## src/rtl/nmtbl_pkg.sv

```systemverilog
// ----------------------------------------------------------------------------
// nmtbl_pkg
// Shared types, codes and constants for the name table.
// ----------------------------------------------------------------------------
package nmtbl_pkg;

    localparam int TABLE_SLOTS = 1024;           // power of two
    localparam int IDX_W       = $clog2(TABLE_SLOTS);
    localparam int CNT_W       = IDX_W + 1;
    localparam int NAME_BYTES  = 16;
    localparam int LEN_W       = $clog2(NAME_BYTES);

    localparam logic [1:0] REQ_INSERT = 2'd0;
    localparam logic [1:0] REQ_LOOKUP = 2'd1;
    localparam logic [1:0] REQ_CLEAR  = 2'd2;
    localparam logic [1:0] REQ_NONE   = 2'd3;

    localparam logic [2:0] ST_OK   = 3'd0;
    localparam logic [2:0] ST_LONG = 3'd1;
    localparam logic [2:0] ST_FULL = 3'd2;
    localparam logic [2:0] ST_DUP  = 3'd3;
    localparam logic [2:0] ST_MISS = 3'd4;

    localparam logic [31:0] MM_C1 = 32'hcc9e2d51;
    localparam logic [31:0] MM_C2 = 32'h1b873593;
    localparam logic [31:0] MM_N  = 32'he6546b64;
    localparam logic [31:0] MM_F1 = 32'h85ebca6b;
    localparam logic [31:0] MM_F2 = 32'hc2b2ae35;

    typedef logic [3:0] op_t;
    localparam op_t OP_IDLE = 4'd0;
    localparam op_t OP_LOAD = 4'd1;
    localparam op_t OP_K1   = 4'd2;
    localparam op_t OP_K2   = 4'd3;
    localparam op_t OP_HUPD = 4'd4;
    localparam op_t OP_F1   = 4'd5;
    localparam op_t OP_F2   = 4'd6;
    localparam op_t OP_F3   = 4'd7;
    localparam op_t OP_READ = 4'd8;
    localparam op_t OP_NEXT = 4'd9;
    localparam op_t OP_INS  = 4'd10;
    localparam op_t OP_CLRW = 4'd11;
    localparam op_t OP_RSP  = 4'd12;

    typedef struct packed {
        logic [1:0]  req_type;
        logic [63:0] key_low;
        logic [55:0] key_high;
        logic [4:0]  key_len;
        logic [31:0] new_value;
    } req_t;

    typedef struct packed {
        logic [2:0]       status;
        logic [31:0]      found_value;
        logic [CNT_W-1:0] entry_count;
    } rsp_t;

    typedef struct packed {
        logic        valid;
        logic [63:0] key_lo;
        logic [59:0] key_hl;     // length in 59:56, bytes 8..14 below
        logic [31:0] value;
    } slot_t;

    typedef struct packed {
        op_t        op;
        logic [2:0] rsp_status;
        logic       rsp_found;
    } cmd_t;

    typedef struct packed {
        logic [1:0] req_type;
        logic       too_long;
        logic       full;
        logic       nb_zero;
        logic       blk_last;
        logic       hit;
        logic       empty;
        logic       pass_last;
        logic       sweep_last;
    } dp_stat_t;

endpackage

```

## src/rtl/nmtbl_ctrl.sv

```systemverilog
// ----------------------------------------------------------------------------
// nmtbl_ctrl
// Controller: sequences hash, probe, clear sweep and response handoff.
// ----------------------------------------------------------------------------
module nmtbl_ctrl
(
    input  logic                  clk,
    input  logic                  rst_n,
    input  logic                  req_valid,
    output logic                  req_ready,
    output logic                  rsp_valid,
    input  logic                  rsp_ready,
    input  nmtbl_pkg::dp_stat_t   stat,
    output nmtbl_pkg::cmd_t       cmd
);
    import nmtbl_pkg::*;

    localparam logic [3:0] S_CLR  = 4'd0;
    localparam logic [3:0] S_IDLE = 4'd1;
    localparam logic [3:0] S_K1   = 4'd2;
    localparam logic [3:0] S_K2   = 4'd3;
    localparam logic [3:0] S_HU   = 4'd4;
    localparam logic [3:0] S_F1   = 4'd5;
    localparam logic [3:0] S_F2   = 4'd6;
    localparam logic [3:0] S_F3   = 4'd7;
    localparam logic [3:0] S_RD   = 4'd8;
    localparam logic [3:0] S_CHK  = 4'd9;
    localparam logic [3:0] S_DONE = 4'd10;

    logic [3:0] state_reg, state_next;
    logic [1:0] type_reg, type_next;
    logic [2:0] status_reg, status_next;
    logic       found_reg, found_next;
    logic       pend_reg, pend_next;
    logic       rsp_valid_reg, rsp_valid_next;
    logic       is_ins;

    assign is_ins    = type_reg == REQ_INSERT;
    assign req_ready = state_reg == S_IDLE;
    assign rsp_valid = rsp_valid_reg;

    always_comb
    begin
        state_next     = state_reg;
        type_next      = type_reg;
        status_next    = status_reg;
        found_next     = found_reg;
        pend_next      = pend_reg;
        rsp_valid_next = rsp_valid_reg && !rsp_ready;
        cmd            = '{op: OP_IDLE, rsp_status: status_reg, rsp_found: found_reg};
        unique case (state_reg)
            S_CLR:
            begin
                cmd.op = OP_CLRW;
                if (stat.sweep_last)
                begin
                    state_next = pend_reg ? S_DONE : S_IDLE;
                end
            end
            S_IDLE:
            begin
                if (req_valid)
                begin
                    cmd.op      = OP_LOAD;
                    type_next   = stat.req_type;
                    status_next = ST_OK;
                    found_next  = 1'b0;
                    priority if (stat.req_type == REQ_NONE)
                        state_next = S_DONE;
                    else if (stat.req_type == REQ_CLEAR)
                    begin
                        pend_next  = 1'b1;
                        state_next = S_CLR;
                    end
                    else if (stat.too_long)
                    begin
                        status_next = ST_LONG;
                        state_next  = S_DONE;
                    end
                    else if (stat.req_type == REQ_INSERT && stat.full)
                    begin
                        status_next = ST_FULL;
                        state_next  = S_DONE;
                    end
                    else
                        state_next = S_K1;
                end
            end
            S_K1:
            begin
                if (stat.nb_zero)
                begin
                    cmd.op     = OP_F1;
                    state_next = S_F2;
                end
                else
                begin
                    cmd.op     = OP_K1;
                    state_next = S_K2;
                end
            end
            S_K2:
            begin
                cmd.op     = OP_K2;
                state_next = S_HU;
            end
            S_HU:
            begin
                cmd.op     = OP_HUPD;
                state_next = stat.blk_last ? S_F1 : S_K1;
            end
            S_F1:
            begin
                cmd.op     = OP_F1;
                state_next = S_F2;
            end
            S_F2:
            begin
                cmd.op     = OP_F2;
                state_next = S_F3;
            end
            S_F3:
            begin
                cmd.op     = OP_F3;
                state_next = S_RD;
            end
            S_RD:
            begin
                cmd.op     = OP_READ;
                state_next = S_CHK;
            end
            S_CHK:
            begin
                priority if (stat.hit)
                begin
                    status_next = is_ins ? ST_DUP : ST_OK;
                    found_next  = !is_ins;
                    state_next  = S_DONE;
                end
                else if (stat.empty)
                begin
                    if (is_ins)
                        cmd.op = OP_INS;
                    status_next = is_ins ? ST_OK : ST_MISS;
                    state_next  = S_DONE;
                end
                else if (stat.pass_last)
                begin
                    status_next = is_ins ? ST_FULL : ST_MISS;
                    state_next  = S_DONE;
                end
                else
                begin
                    cmd.op     = OP_NEXT;
                    state_next = S_RD;
                end
            end
            S_DONE:
            begin
                if (!rsp_valid_reg || rsp_ready)
                begin
                    cmd.op         = OP_RSP;
                    rsp_valid_next = 1'b1;
                    pend_next      = 1'b0;
                    state_next     = S_IDLE;
                end
            end
            default: state_next = S_IDLE;
        endcase
    end

    always_ff @(posedge clk or negedge rst_n)
    begin
        if (!rst_n)
        begin
            state_reg     <= S_CLR;
            type_reg      <= REQ_NONE;
            status_reg    <= ST_OK;
            found_reg     <= 1'b0;
            pend_reg      <= 1'b0;
            rsp_valid_reg <= 1'b0;
        end
        else
        begin
            state_reg     <= state_next;
            type_reg      <= type_next;
            status_reg    <= status_next;
            found_reg     <= found_next;
            pend_reg      <= pend_next;
            rsp_valid_reg <= rsp_valid_next;
        end
    end

`ifndef ASSERT_OFF
    a_rsp_from_done: assert property (@(posedge clk) disable iff (!rst_n)
        $rose(rsp_valid_reg) |-> $past(state_reg == S_DONE))
        else $error("response raised outside done state");
    a_done_holds: assert property (@(posedge clk) disable iff (!rst_n)
        (state_reg == S_DONE && rsp_valid_reg && !rsp_ready) |=> state_reg == S_DONE)
        else $error("result dropped while output stalled");
    a_state_legal: assert property (@(posedge clk) disable iff (!rst_n)
        state_reg <= S_DONE)
        else $error("illegal controller state");
`endif

endmodule
```

## config.mk

```make
export PLATFORM = sky130hd
export DESIGN_NAME = nmtbl_ctrl
export DESIGN_NICKNAME = d
export VERILOG_FILES = /design/src/rtl/nmtbl_pkg.sv /design/src/rtl/nmtbl_ctrl.sv
export SDC_FILE = /design/constraint.sdc
export NUM_CORES = 1
export LEC_CHECK = 0
export BUFFER_PORTS_ARGS = -buffer_cell sky130_fd_sc_hd__buf_2
export CORE_ASPECT_RATIO = 1.1
export CORE_MARGIN = 3
export CORE_UTILIZATION = 52
export DETAILED_ROUTE_END_ITERATION = 6
export PLACE_DENSITY = 0.89
export SYNTH_ARGS = -nofsm -noshare
export SYNTH_HDL_FRONTEND = slang
export SYNTH_SLANG_ARGS = --single-unit
```

## constraint.sdc

```tcl
create_clock -name clk -period 2.1 [get_ports clk]
set_clock_uncertainty 0.2 [all_clocks]
set_input_delay 0 -clock clk [delete_from_list [all_inputs] [get_ports clk]]
set_output_delay 0 -clock clk [all_outputs]
set_load 0.02 [all_outputs]
```

==> results of run 1 <==
==> stage by stage <==
step / setup slack (ps) / util / area (sq um) / cells
2_1_floorplan: 446 / - / 961 / 117
3_3_place_gp: 412 / 0.657 / 1080 / 153
3_5_place_dp: 357 / 0.657 / 1080 / 153
4_1_cts: 71.8 / 0.739 / 1220 / 167
5_1_grt: 1.82 / 0.740 / 1220 / 167
6_report: 117 / 0.740 / 1220 / 167
==> worst max-delay path, stage by stage, from the launching register on <==
cell and delay (ps):
dfstp_2 370, nor2_1 310, a21oi_1 120, or4_1 400
a21oi_1 120, buf_2 170
==> report_power, final <==
group / internal [mW] / leakage [nW] / switching [mW] / total [mW]
registers: 0.339 / 0.150 / 0.0934 / 0.432
logic: 0.428 / 0.370 / 0.624 / 1.05
clock network: 0.106 / 0.0210 / 0.0861 / 0.192
total: 0.872 / 0.542 / 0.803 / 1.68
==> Yosys cell counts, types with 2 or more instances <==
cell / instances
a2111oi_0: 2
a21oi_1: 10
a31oi_1: 3
buf_2: 4
buf_4: 2
clkbuf_1: 2
dfrtp_1: 10
dfstp_2: 2
inv_1: 4
mux2_1: 3
mux2_4: 2
nand2_1: 7
nand2b_1: 8
nand3_1: 3
nor2_1: 13
nor2b_1: 5
nor3_1: 4
nor3b_1: 3
o21ai_0: 7
o22ai_1: 2
o32ai_1: 2
==> timing repair <==
item	CTS	global route
hold buffers	10	0
gates resized for setup	0	1
endpoints found under the setup margin	0	2
endpoints found under the hold margin	23	0
==> per-layer routing <==
metal | global-route usage | vias up
met4 | 0.0553 | 0
met1 | 0.328 | 463
met3 | 0.0528 | 4
li1 | - | 492
met5 | 0 | -
met2 | 0.380 | 37
==> path summary, 6_finish.rpt <==
kind / start / endpoint / slack [ps] / cells after the start
max in group asynchronous: rst_n / state_reg[3] / 720 / 3
max: type_reg[1] / cmd[7] / 120 / 5
min in group clk: stat[0] / state_reg[3] / 20 / 5
min reg2reg: found_reg / found_reg / 290 / 1
max reg2reg: state_reg[1] / status_reg[1] / 400 / 4
min: rst_n / type_reg[0] / 20 / 2
==> logic make-up (layout without fill, tap and decap cells) <==
logic type,count (synthesis),count (layout),synth area share
buf+inv,12,45,0.0599
compound gates,36,36,0.250
flops,12,12,0.315
simple gates,51,51,0.298
mux,6,6,0.0768
==> area by class of cell <==
type                            instances  area (sq um)  share of cell area
Timing Repair Buffer                   37           245               0.201
Multi-Input combinational cell         93           601               0.491
Inverter                                4          15.0              0.0123
Clock buffer                            4          36.3              0.0297
Sequential cell                        12           304               0.249
Tap cell                               17          21.3              0.0174
==> results.sh, run 1 <==
export IMPL_ir_drop_mv=0.820
export IMPL_run_status="completed"
export IMPL_drt_total_wl_mm=2.50
export IMPL_dieWidth_microns=47.0
export IMPL_drive_above_1_share=0.280
export IMPL_tightest_slew_ps=499
export IMPL_syn_mean_instance_area_sq_um=8.21
export IMPL_top_layer_used="met4"
export IMPL_wl_met2_mm=1.17
export IMPL_antenna_cells=0
export IMPL_cts_made_buffers=3
export IMPL_layout_nets=165
export IMPL_finalHoldViolCount=0
export IMPL_setup_viol=0
export IMPL_cap_violations=0
export IMPL_fmax_mhz=504
export IMPL_ys_seq_area_frac=0.315
export IMPL_synth_area_leader_cell="dfrtp_1"
export IMPL_finalPower_mw=1.68
export IMPL_synth_ff_latch_count=12
export IMPL_synthArstFlopShare=1.00
export IMPL_grt_usage=0.240
export IMPL_clk_path_buf_depth=2
export IMPL_start_util=0.582
export IMPL_post_synth_instance_area_sq_um=961
export IMPL_dpl_hpwl_mm=1.76
export IMPL_wl_met1_mm=1.16
export IMPL_place_gp_congestion=0.882
export IMPL_io_pins=24
export IMPL_die_y_microns=51.1
export IMPL_power_density_nw_per_um2=1370
export IMPL_grt_pass1_vias=914
export IMPL_tns_ps=0
export IMPL_yosys_cell_types_count=40
export IMPL_maxSlewHeadroom=0.666
export IMPL_layout_commonest_cell="buf_2"
export IMPL_synth_nets=131
export IMPL_clkSlewWorstSetupHoldPaths_ps=90
export IMPL_post_route_period_util=0.944
export IMPL_largest_reg_flops=4
export IMPL_rows=15
export IMPL_antenna_found_initial=0
export IMPL_postCtsSetupRepairBufs=0
export IMPL_drt_iter0_drc=49
export IMPL_synth_main_ff_cell="dfrtp_1"
export IMPL_wl_per_cell_microns=15.0
export IMPL_route_met3_wl_microns=151
export IMPL_synth_area_leaders="dfrtp_1, dfstp_2, a21oi_1"
export IMPL_grt_ovfl_total=0
export IMPL_post_route_min_period_ps=1980
export IMPL_dr_pass1_iters=5
export IMPL_final_cell_mix="buf_2, nor2_1, a21oi_1, dlygate4sd3_1, dfrtp_1"
export IMPL_syn2layout_area_growth_pct=27.2
export IMPL_cp_arrival_ps=1780
export IMPL_vias_per_cell=5.96
export IMPL_fillerInstances=126
export IMPL_cts_sinks=12
export IMPL_die_area_sq_um=2400
export IMPL_p_leak_nw=0.542
export IMPL_critical_path_required_ps=1900
export IMPL_crit_type="reg -> out"
export IMPL_yosysTopAreaCellShare=0.260
export IMPL_clk_latency_ps=290
export IMPL_crit_fanout=6
export IMPL_slew_violations=0
export IMPL_htreeDepth=1
export IMPL_cts_tree="done"
export IMPL_clock_root_buffer="clkbuf_4"
export IMPL_worstSetupEndpointType="output pin"
export IMPL_grt_pass1_wl_mm=4.20
export IMPL_core_area_sq_um=1650
export IMPL_numPortBuffers=23
export IMPL_antenna_left=0
export IMPL_hold_ws_ps=16.1
export IMPL_num_vias=996
export IMPL_rsz0062_at_grt="no"
export IMPL_synth_cells=117
export IMPL_holdCritPathClass="in -> async"
export IMPL_drcViolationCount=0
export IMPL_crit_path_start_kind="flop"
export IMPL_ys_warn_count=0
export IMPL_synth_edff_count=0
export IMPL_grt_max_degree=23
Note: power is estimated with default switching activity, not from simulation.
==> run 2: changes to the inputs <==
--- a/config.mk
+++ b/config.mk
@@ -5,12 +5,13 @@
 export SDC_FILE = /design/constraint.sdc
 export NUM_CORES = 1
 export LEC_CHECK = 0
+export ABC_AREA = 1
 export BUFFER_PORTS_ARGS = -buffer_cell sky130_fd_sc_hd__buf_2
 export CORE_ASPECT_RATIO = 1.1
 export CORE_MARGIN = 3
-export CORE_UTILIZATION = 52
+export CORE_UTILIZATION = 50
 export DETAILED_ROUTE_END_ITERATION = 6
-export PLACE_DENSITY = 0.89
+export PLACE_DENSITY = 0.88
 export SYNTH_ARGS = -nofsm -noshare
 export SYNTH_HDL_FRONTEND = slang
 export SYNTH_SLANG_ARGS = --single-unit
==> run 2 against run 1 <==
Against the previous run: via count rose by 9.4%; routed wire length increased by 8.4%; register-to-register slack got worse by 350 ps; worst setup slack worse by 64 ps; largest power group unchanged; synthesized area down 9.0%; count of clock-buffer cells in the layout unchanged; sequential cell count stayed put; clock power increased by 2%; critical endpoint is now type_reg[1]; die area decreased by 4.7%; first-iteration DRC count shrank 4.1%; critical path depth grew 1; sequential share of layout area increased by 0.52 points.
==> results.sh, run 2 <==
export IMPL_syn2layout_area_growth_pct=37.5
export IMPL_slew_violations=0
export IMPL_regArea_sq_um=305
export IMPL_final_cell_mix="nand2_1, buf_2, nor2_1"
export IMPL_crit_type="reg -> reg"
export IMPL_cts_made_buffers=3
export IMPL_start_util=0.542
export IMPL_holdCritPathClass="in -> async"
export IMPL_crit_path_start_kind="flop"
export IMPL_grt_pass1_wl_mm=4.29
export IMPL_dr_pass1_iters=5
export IMPL_layout_commonest_cell="nand2_1"
export IMPL_htreeDepth=1
export IMPL_ys_warn_count=0
export IMPL_grt_ovfl_total=0
export IMPL_die_y_microns=49.9
export IMPL_worstSetupEndpointType="flop"
export IMPL_largest_reg_flops=4
export IMPL_numPortBuffers=23
export IMPL_cts_tree="done"
export IMPL_antenna_left=0
export IMPL_io_pins=24
export IMPL_fillerInstances=117
export IMPL_dieWidth_microns=45.9
export IMPL_cp_arrival_ps=2080
export IMPL_grt_usage=0.257
export IMPL_setup_viol=0
export IMPL_dpl_hpwl_mm=1.87
export IMPL_maxSlewHeadroom=0.673
export IMPL_crit_fanout=5
export IMPL_drive_above_1_share=0.257
export IMPL_synth_nets=151
export IMPL_grt_pass1_vias=1038
export IMPL_drt_iter0_drc=47
export IMPL_critical_path_startpoint="state_reg[3]"
export IMPL_yosys_cell_types_count=20
export IMPL_critPathMaxStageDelay_ps=580
export IMPL_synth_area_leaders="dfrtp_1, nand2_1, nand3_1"
export IMPL_synth_ff_latch_count=12
export IMPL_synthArstFlopShare=1.00
export IMPL_core_area_sq_um=1610
export IMPL_finalHoldViolCount=0
export IMPL_post_route_min_period_ps=2050
export IMPL_path_buf_inv=2
export IMPL_drcViolationCount=0
export IMPL_yosysTopAreaCellShare=0.286
export IMPL_post_synth_instance_area_sq_um=875
export IMPL_run_status="completed"
export IMPL_tightest_slew_ps=488
export IMPL_fmax_mhz=489
export IMPL_fin_cells=196
export IMPL_critical_path_required_ps=2130
export IMPL_clkSlewWorstSetupHoldPaths_ps=80
export IMPL_synth_area_leader_cell="dfrtp_1"
export IMPL_antenna_found_initial=0
export IMPL_layout_nets=194
export IMPL_place_gp_congestion=0.923
export IMPL_yosys_top_cells_count="nand2_1, nor2_1, nand3_1"
export IMPL_p_leak_nw=0.660
export IMPL_grt_max_degree=11
export IMPL_rows=15
export IMPL_clk_path_buf_depth=2
export IMPL_syn_mean_instance_area_sq_um=6.38
export IMPL_crit_path_top_delay_cell="dlygate4sd3_1"
export IMPL_crit_chain="inv_1 > nand2_1 > nor2_4 > nand2_1 > o21ai_0 > dlygate4sd3_1"
export IMPL_rsz0062_at_grt="yes"
export IMPL_critPathTopFamily="buffers and inverters"
export IMPL_cap_violations=0
export IMPL_num_vias=1090
export IMPL_die_area_sq_um=2290
export IMPL_power_density_nw_per_um2=1390
export IMPL_drt_total_wl_mm=2.71
export IMPL_synth_most_common_cell="nand2_1"
export IMPL_cts_sinks=12
export IMPL_r2r_start="state_reg[3]"
export IMPL_post_route_period_util=0.975
export IMPL_cp_common_cell="nand2_1"
export IMPL_setup_slack_ps=53.0
export IMPL_ir_drop_mv=0.817
export IMPL_dp_cells=176
export IMPL_wl_per_cell_microns=13.8
export IMPL_vias_per_cell=5.56
export IMPL_clk_latency_ps=280
export IMPL_ys_seq_area_frac=0.346
export IMPL_place_ws_ps=454
export IMPL_multi_input_area_sq_um=502
export IMPL_antenna_cells=0
export IMPL_synth_cells=137
export IMPL_synth_main_ff_cell="dfrtp_1"
export IMPL_finalPower_mw=1.67
export IMPL_clock_root_buffer="clkbuf_4"
export IMPL_synth_edff_count=0
export IMPL_tns_ps=0
run 2: cell count changes after synthesis, moves of 4 or more:
cell      change
nand2_1      +33
nand3_1      +14
inv_1        +12
a21oi_1       -9
nand2b_1      -8
nor2_1        +8
nor2b_1       -5
buf_2         -4
run 2: cell families after synthesis:
kind of cell / synth area share
AO/OA/AOI/OAI: 0.0801
AND/OR/NAND/NOR: 0.488
buffers and inverters: 0.0858
flip-flops: 0.346
run 2: cell type report:
type	instances	area share
flip-flops and latches	12	0.254
inverters	18	0.0562
clock buffers	4	0.0302
multi-input cells	106	0.417
repair buffers	39	0.225
well taps	17	0.0177
run 2: layer usage:
metal | global-route usage | part of all wire
met5 | 0 | 0
met1 | 0.301 | 0.37
met3 | 0.0730 | 0.11
met4 | 0.156 | 0.055
met2 | 0.397 | 0.46
run 2: worst reg2reg max path, cell delays in order (launching register included):
cell           delay (ps)
dfrtp_1               440
inv_1                 160
nand2_1               160
nor2_4                140
nand2_1               130
o21ai_0               180
dlygate4sd3_1         580
run 2: through the flow:
| stage | utilization | hold WS, ps | cell area [sq um] |
|---|---|---|---|
| floorplan | - | -496 | 875 |
| global placement | 0.622 | -314 | 1000 |
| detailed placement | 0.622 | -300 | 1000 |
| CTS | 0.731 | 8.77 | 1180 |
| global route | 0.745 | 12.5 | 1200 |
| finish | 0.745 | 8.10 | 1200 |
run 2: final timing paths:
kind,to,slack [ps],cells past startpoint
worst max register to register,type_reg[1],50,6
worst min register to register,status_reg[1],280,2
worst max-delay path,type_reg[1],50,6
worst min-delay path,type_reg[1],8,2
max in group asynchronous,state_reg[2],760,3
min in group clk,state_reg[1],10,7
run 2: timing repair:
action                     CTS  global route
gates resized for setup      0             4
setup endpoints to repair    0             3
hold buffers                14             0
buffers inserted             0             2
hold endpoints to repair    24             0
run 2: where the power goes:
part / switching, mW / internal, mW / total (mW)
Clock: 0.0899 / 0.106 / 0.196
Combinational: 0.683 / 0.356 / 1.04
Sequential: 0.0969 / 0.342 / 0.439
Total: 0.869 / 0.804 / 1.67
==> run 3: changes to the inputs <==
--- a/config.mk
+++ b/config.mk
@@ -6,12 +6,12 @@
 export NUM_CORES = 1
 export LEC_CHECK = 0
 export ABC_AREA = 1
-export BUFFER_PORTS_ARGS = -buffer_cell sky130_fd_sc_hd__buf_2
 export CORE_ASPECT_RATIO = 1.1
 export CORE_MARGIN = 3
-export CORE_UTILIZATION = 50
+export CORE_UTILIZATION = 55
 export DETAILED_ROUTE_END_ITERATION = 6
-export PLACE_DENSITY = 0.88
+export DONT_BUFFER_PORTS = 1
+export PLACE_DENSITY = 0.81
 export SYNTH_ARGS = -nofsm -noshare
 export SYNTH_HDL_FRONTEND = slang
 export SYNTH_SLANG_ARGS = --single-unit
==> run 3 against run 2 <==
Against the previous run: sequential share of layout area up 2.9 points; total power down 9.7%; via count down 9.0%; non-clock buffer count down 24; largest power group unchanged; register-to-register slack better by 50 ps; first-iteration DRC count down 49%; critical path depth up 2; count of clock-buffer cells in the layout unchanged.
==> results.sh, run 3 (synthesis results as in run 2) <==
export IMPL_run_status="completed"
export IMPL_finalHoldViolCount=0
export IMPL_post_route_period_util=0.950
export IMPL_place_ws_ps=424
export IMPL_antenna_found_initial=0
export IMPL_r2r_start="state_reg[1]"
export IMPL_core_area_sq_um=1440
export IMPL_fillerInstances=106
export IMPL_setup_slack_ps=105
export IMPL_tns_ps=0
export IMPL_reg2reg_setup_slack_ps=110
export IMPL_largest_reg_flops=4
export IMPL_drt_iter0_drc=24
export IMPL_tightest_slew_ps=571
export IMPL_layout_nets=170
export IMPL_critical_path_required_ps=2130
export IMPL_start_util=0.609
export IMPL_crit_path_top_delay_cell="dlygate4sd3_1"
export IMPL_clk_latency_ps=280
export IMPL_syn2layout_area_growth_pct=22.5
export IMPL_grt_pass1_vias=895
export IMPL_dr_pass1_iters=4
export IMPL_endpoint="state_reg[1]"
export IMPL_rsz0062_at_grt="no"
export IMPL_grt_max_degree=13
export IMPL_final_cell_mix="nand2_1, nor2_1, nand3_1"
export IMPL_design_area_sq_um=1070
export IMPL_crit_fanout=7
export IMPL_die_y_microns=47.8
export IMPL_fmax_mhz=501
export IMPL_post_route_min_period_ps=1990
export IMPL_maxSlewHeadroom=0.618
export IMPL_seq_power_share=0.313
export IMPL_clkSlewWorstSetupHoldPaths_ps=80
export IMPL_ir_drop_mv=0.731
export IMPL_num_vias=992
export IMPL_power_density_nw_per_um2=1410
export IMPL_cts_made_buffers=3
export IMPL_p_sw_frac=0.534
export IMPL_holdCritPathClass="in -> reg"
export IMPL_clock_root_buffer="clkbuf_4"
export IMPL_slew_violations=0
export IMPL_critPathMaxStageDelay_ps=550
export IMPL_layout_commonest_cell="nand2_1"
export IMPL_pwr_share_clk=0.129
export IMPL_wl_per_cell_microns=13.9
export IMPL_drcViolationCount=0
export IMPL_regArea_sq_um=303
export IMPL_drive_above_1_share=0.116
export IMPL_intPower_mw=0.705
export IMPL_setup_viol=0
export IMPL_multi_input_area_sq_um=497
export IMPL_rows=14
export IMPL_crit_chain="inv_2 > nand2_2 > nor2_1 > nand2_1 > nand3_1 > dlygate4sd3_1 > o21ai_1 > nand2_1"
export IMPL_htreeDepth=1
export IMPL_cts_tree="done"
export IMPL_grt_pass1_wl_mm=3.76
export IMPL_place_gp_congestion=0.988
export IMPL_die_area_sq_um=2110
export IMPL_p_comb_frac=0.559
export IMPL_antenna_cells=0
export IMPL_drt_total_wl_mm=2.39
export IMPL_vias_per_cell=5.80
export IMPL_crit_type="reg -> reg"
export IMPL_crit_path_start_kind="flop"
export IMPL_p_leak_nw=0.554
export IMPL_worst_r2r_endpoint="state_reg[1]"
export IMPL_worstSetupEndpointType="flop"
export IMPL_finalPower_mw=1.51
export IMPL_cp_common_cell="nand2_1"
export IMPL_postPlaceCellArea_sq_um=895
export IMPL_numPortBuffers=0
export IMPL_cts_sinks=12
export IMPL_critical_path_startpoint="state_reg[1]"
export IMPL_dpl_hpwl_mm=1.76
export IMPL_antenna_left=0
export IMPL_dieWidth_microns=44.0
export IMPL_grt_ovfl_total=0
export IMPL_rr_worst_depth=8
export IMPL_clk_path_buf_depth=2
export IMPL_p_switching_mw=0.808
export IMPL_grt_usage=0.248
export IMPL_cp_arrival_ps=2020
export IMPL_cap_violations=0
export IMPL_io_pins=24
[run 3: cell count changes in the layout (fill, tap and decap cells not counted)]
cell | previous run | this run
buf_2 | 23 | 0
dfrtp_1 | 8 | 10
dfrtp_2 | 2 | 0
nor2_1 | 19 | 21
nor2_2 | 4 | 2
buf_4 | 2 | 1
[run 3: timing repair]
item	in CTS	in global routing
endpoints found under the hold margin	24	0
resized for setup	0	0
hold buffers	14	0
setup buffers	0	0
[run 3: worst min path at each step]
stage | start | to | slack (ps) | cells past startpoint
3_3_place_gp | rst_n | status_reg[1] | -500 | 0
4_1_cts | stat[1] | status_reg[0] | 10 | 6
6_report | stat[1] | status_reg[0] | 20 | 6
3_5_place_dp | rst_n | status_reg[1] | -500 | 0
5_1_grt | stat[1] | status_reg[0] | 70 | 6
2_1_floorplan | rst_n | found_reg | -500 | 0
[run 3: critical path, delay by kind of cell (launching register included)]
kind            cells  cell delay, ps
buf+inv             2             680
simple gates        5             510
flops               1             480
compound gates      1              60
[run 3: layout make-up]
class | instances | share of cell area
clock buffer | 4 | 0.0339
inverter | 18 | 0.0631
multi-input combinational | 106 | 0.464
sequential | 12 | 0.283
tap | 16 | 0.0187
timing repair buffer | 15 | 0.138
[run 3: per-stage QoR]
step | hold slack [ps] | cells | utilization
finish | 17.3 | 171 | 0.746
detailed placement | -495 | 153 | 0.623
global route | 71.2 | 171 | 0.746
global placement | -495 | 153 | 0.623
CTS | 12.7 | 171 | 0.746
floorplan | -496 | 137 | -
[run 3: routing by layer]
layer  vias up  wire (microns)  GRT usage  share of wire
li1        473               -          -              -
met1       458             956      0.275           0.40
met2        48            1160      0.453           0.49
met3        13             174     0.0414          0.073
met4         0              89      0.145          0.037
met5         -               0          0              0
[run 3: power by group through the flow]
stage | registers (mW) | clock network [mW] | logic (mW)
finish | 0.473 | 0.194 | 0.845
detailed placement | 0.471 | 0 | 0.790
floorplan | 0.443 | 0 | 0.652
global placement | 0.471 | 0 | 0.790
global route | 0.487 | 0.205 | 0.935
CTS | 0.468 | 0.192 | 0.830
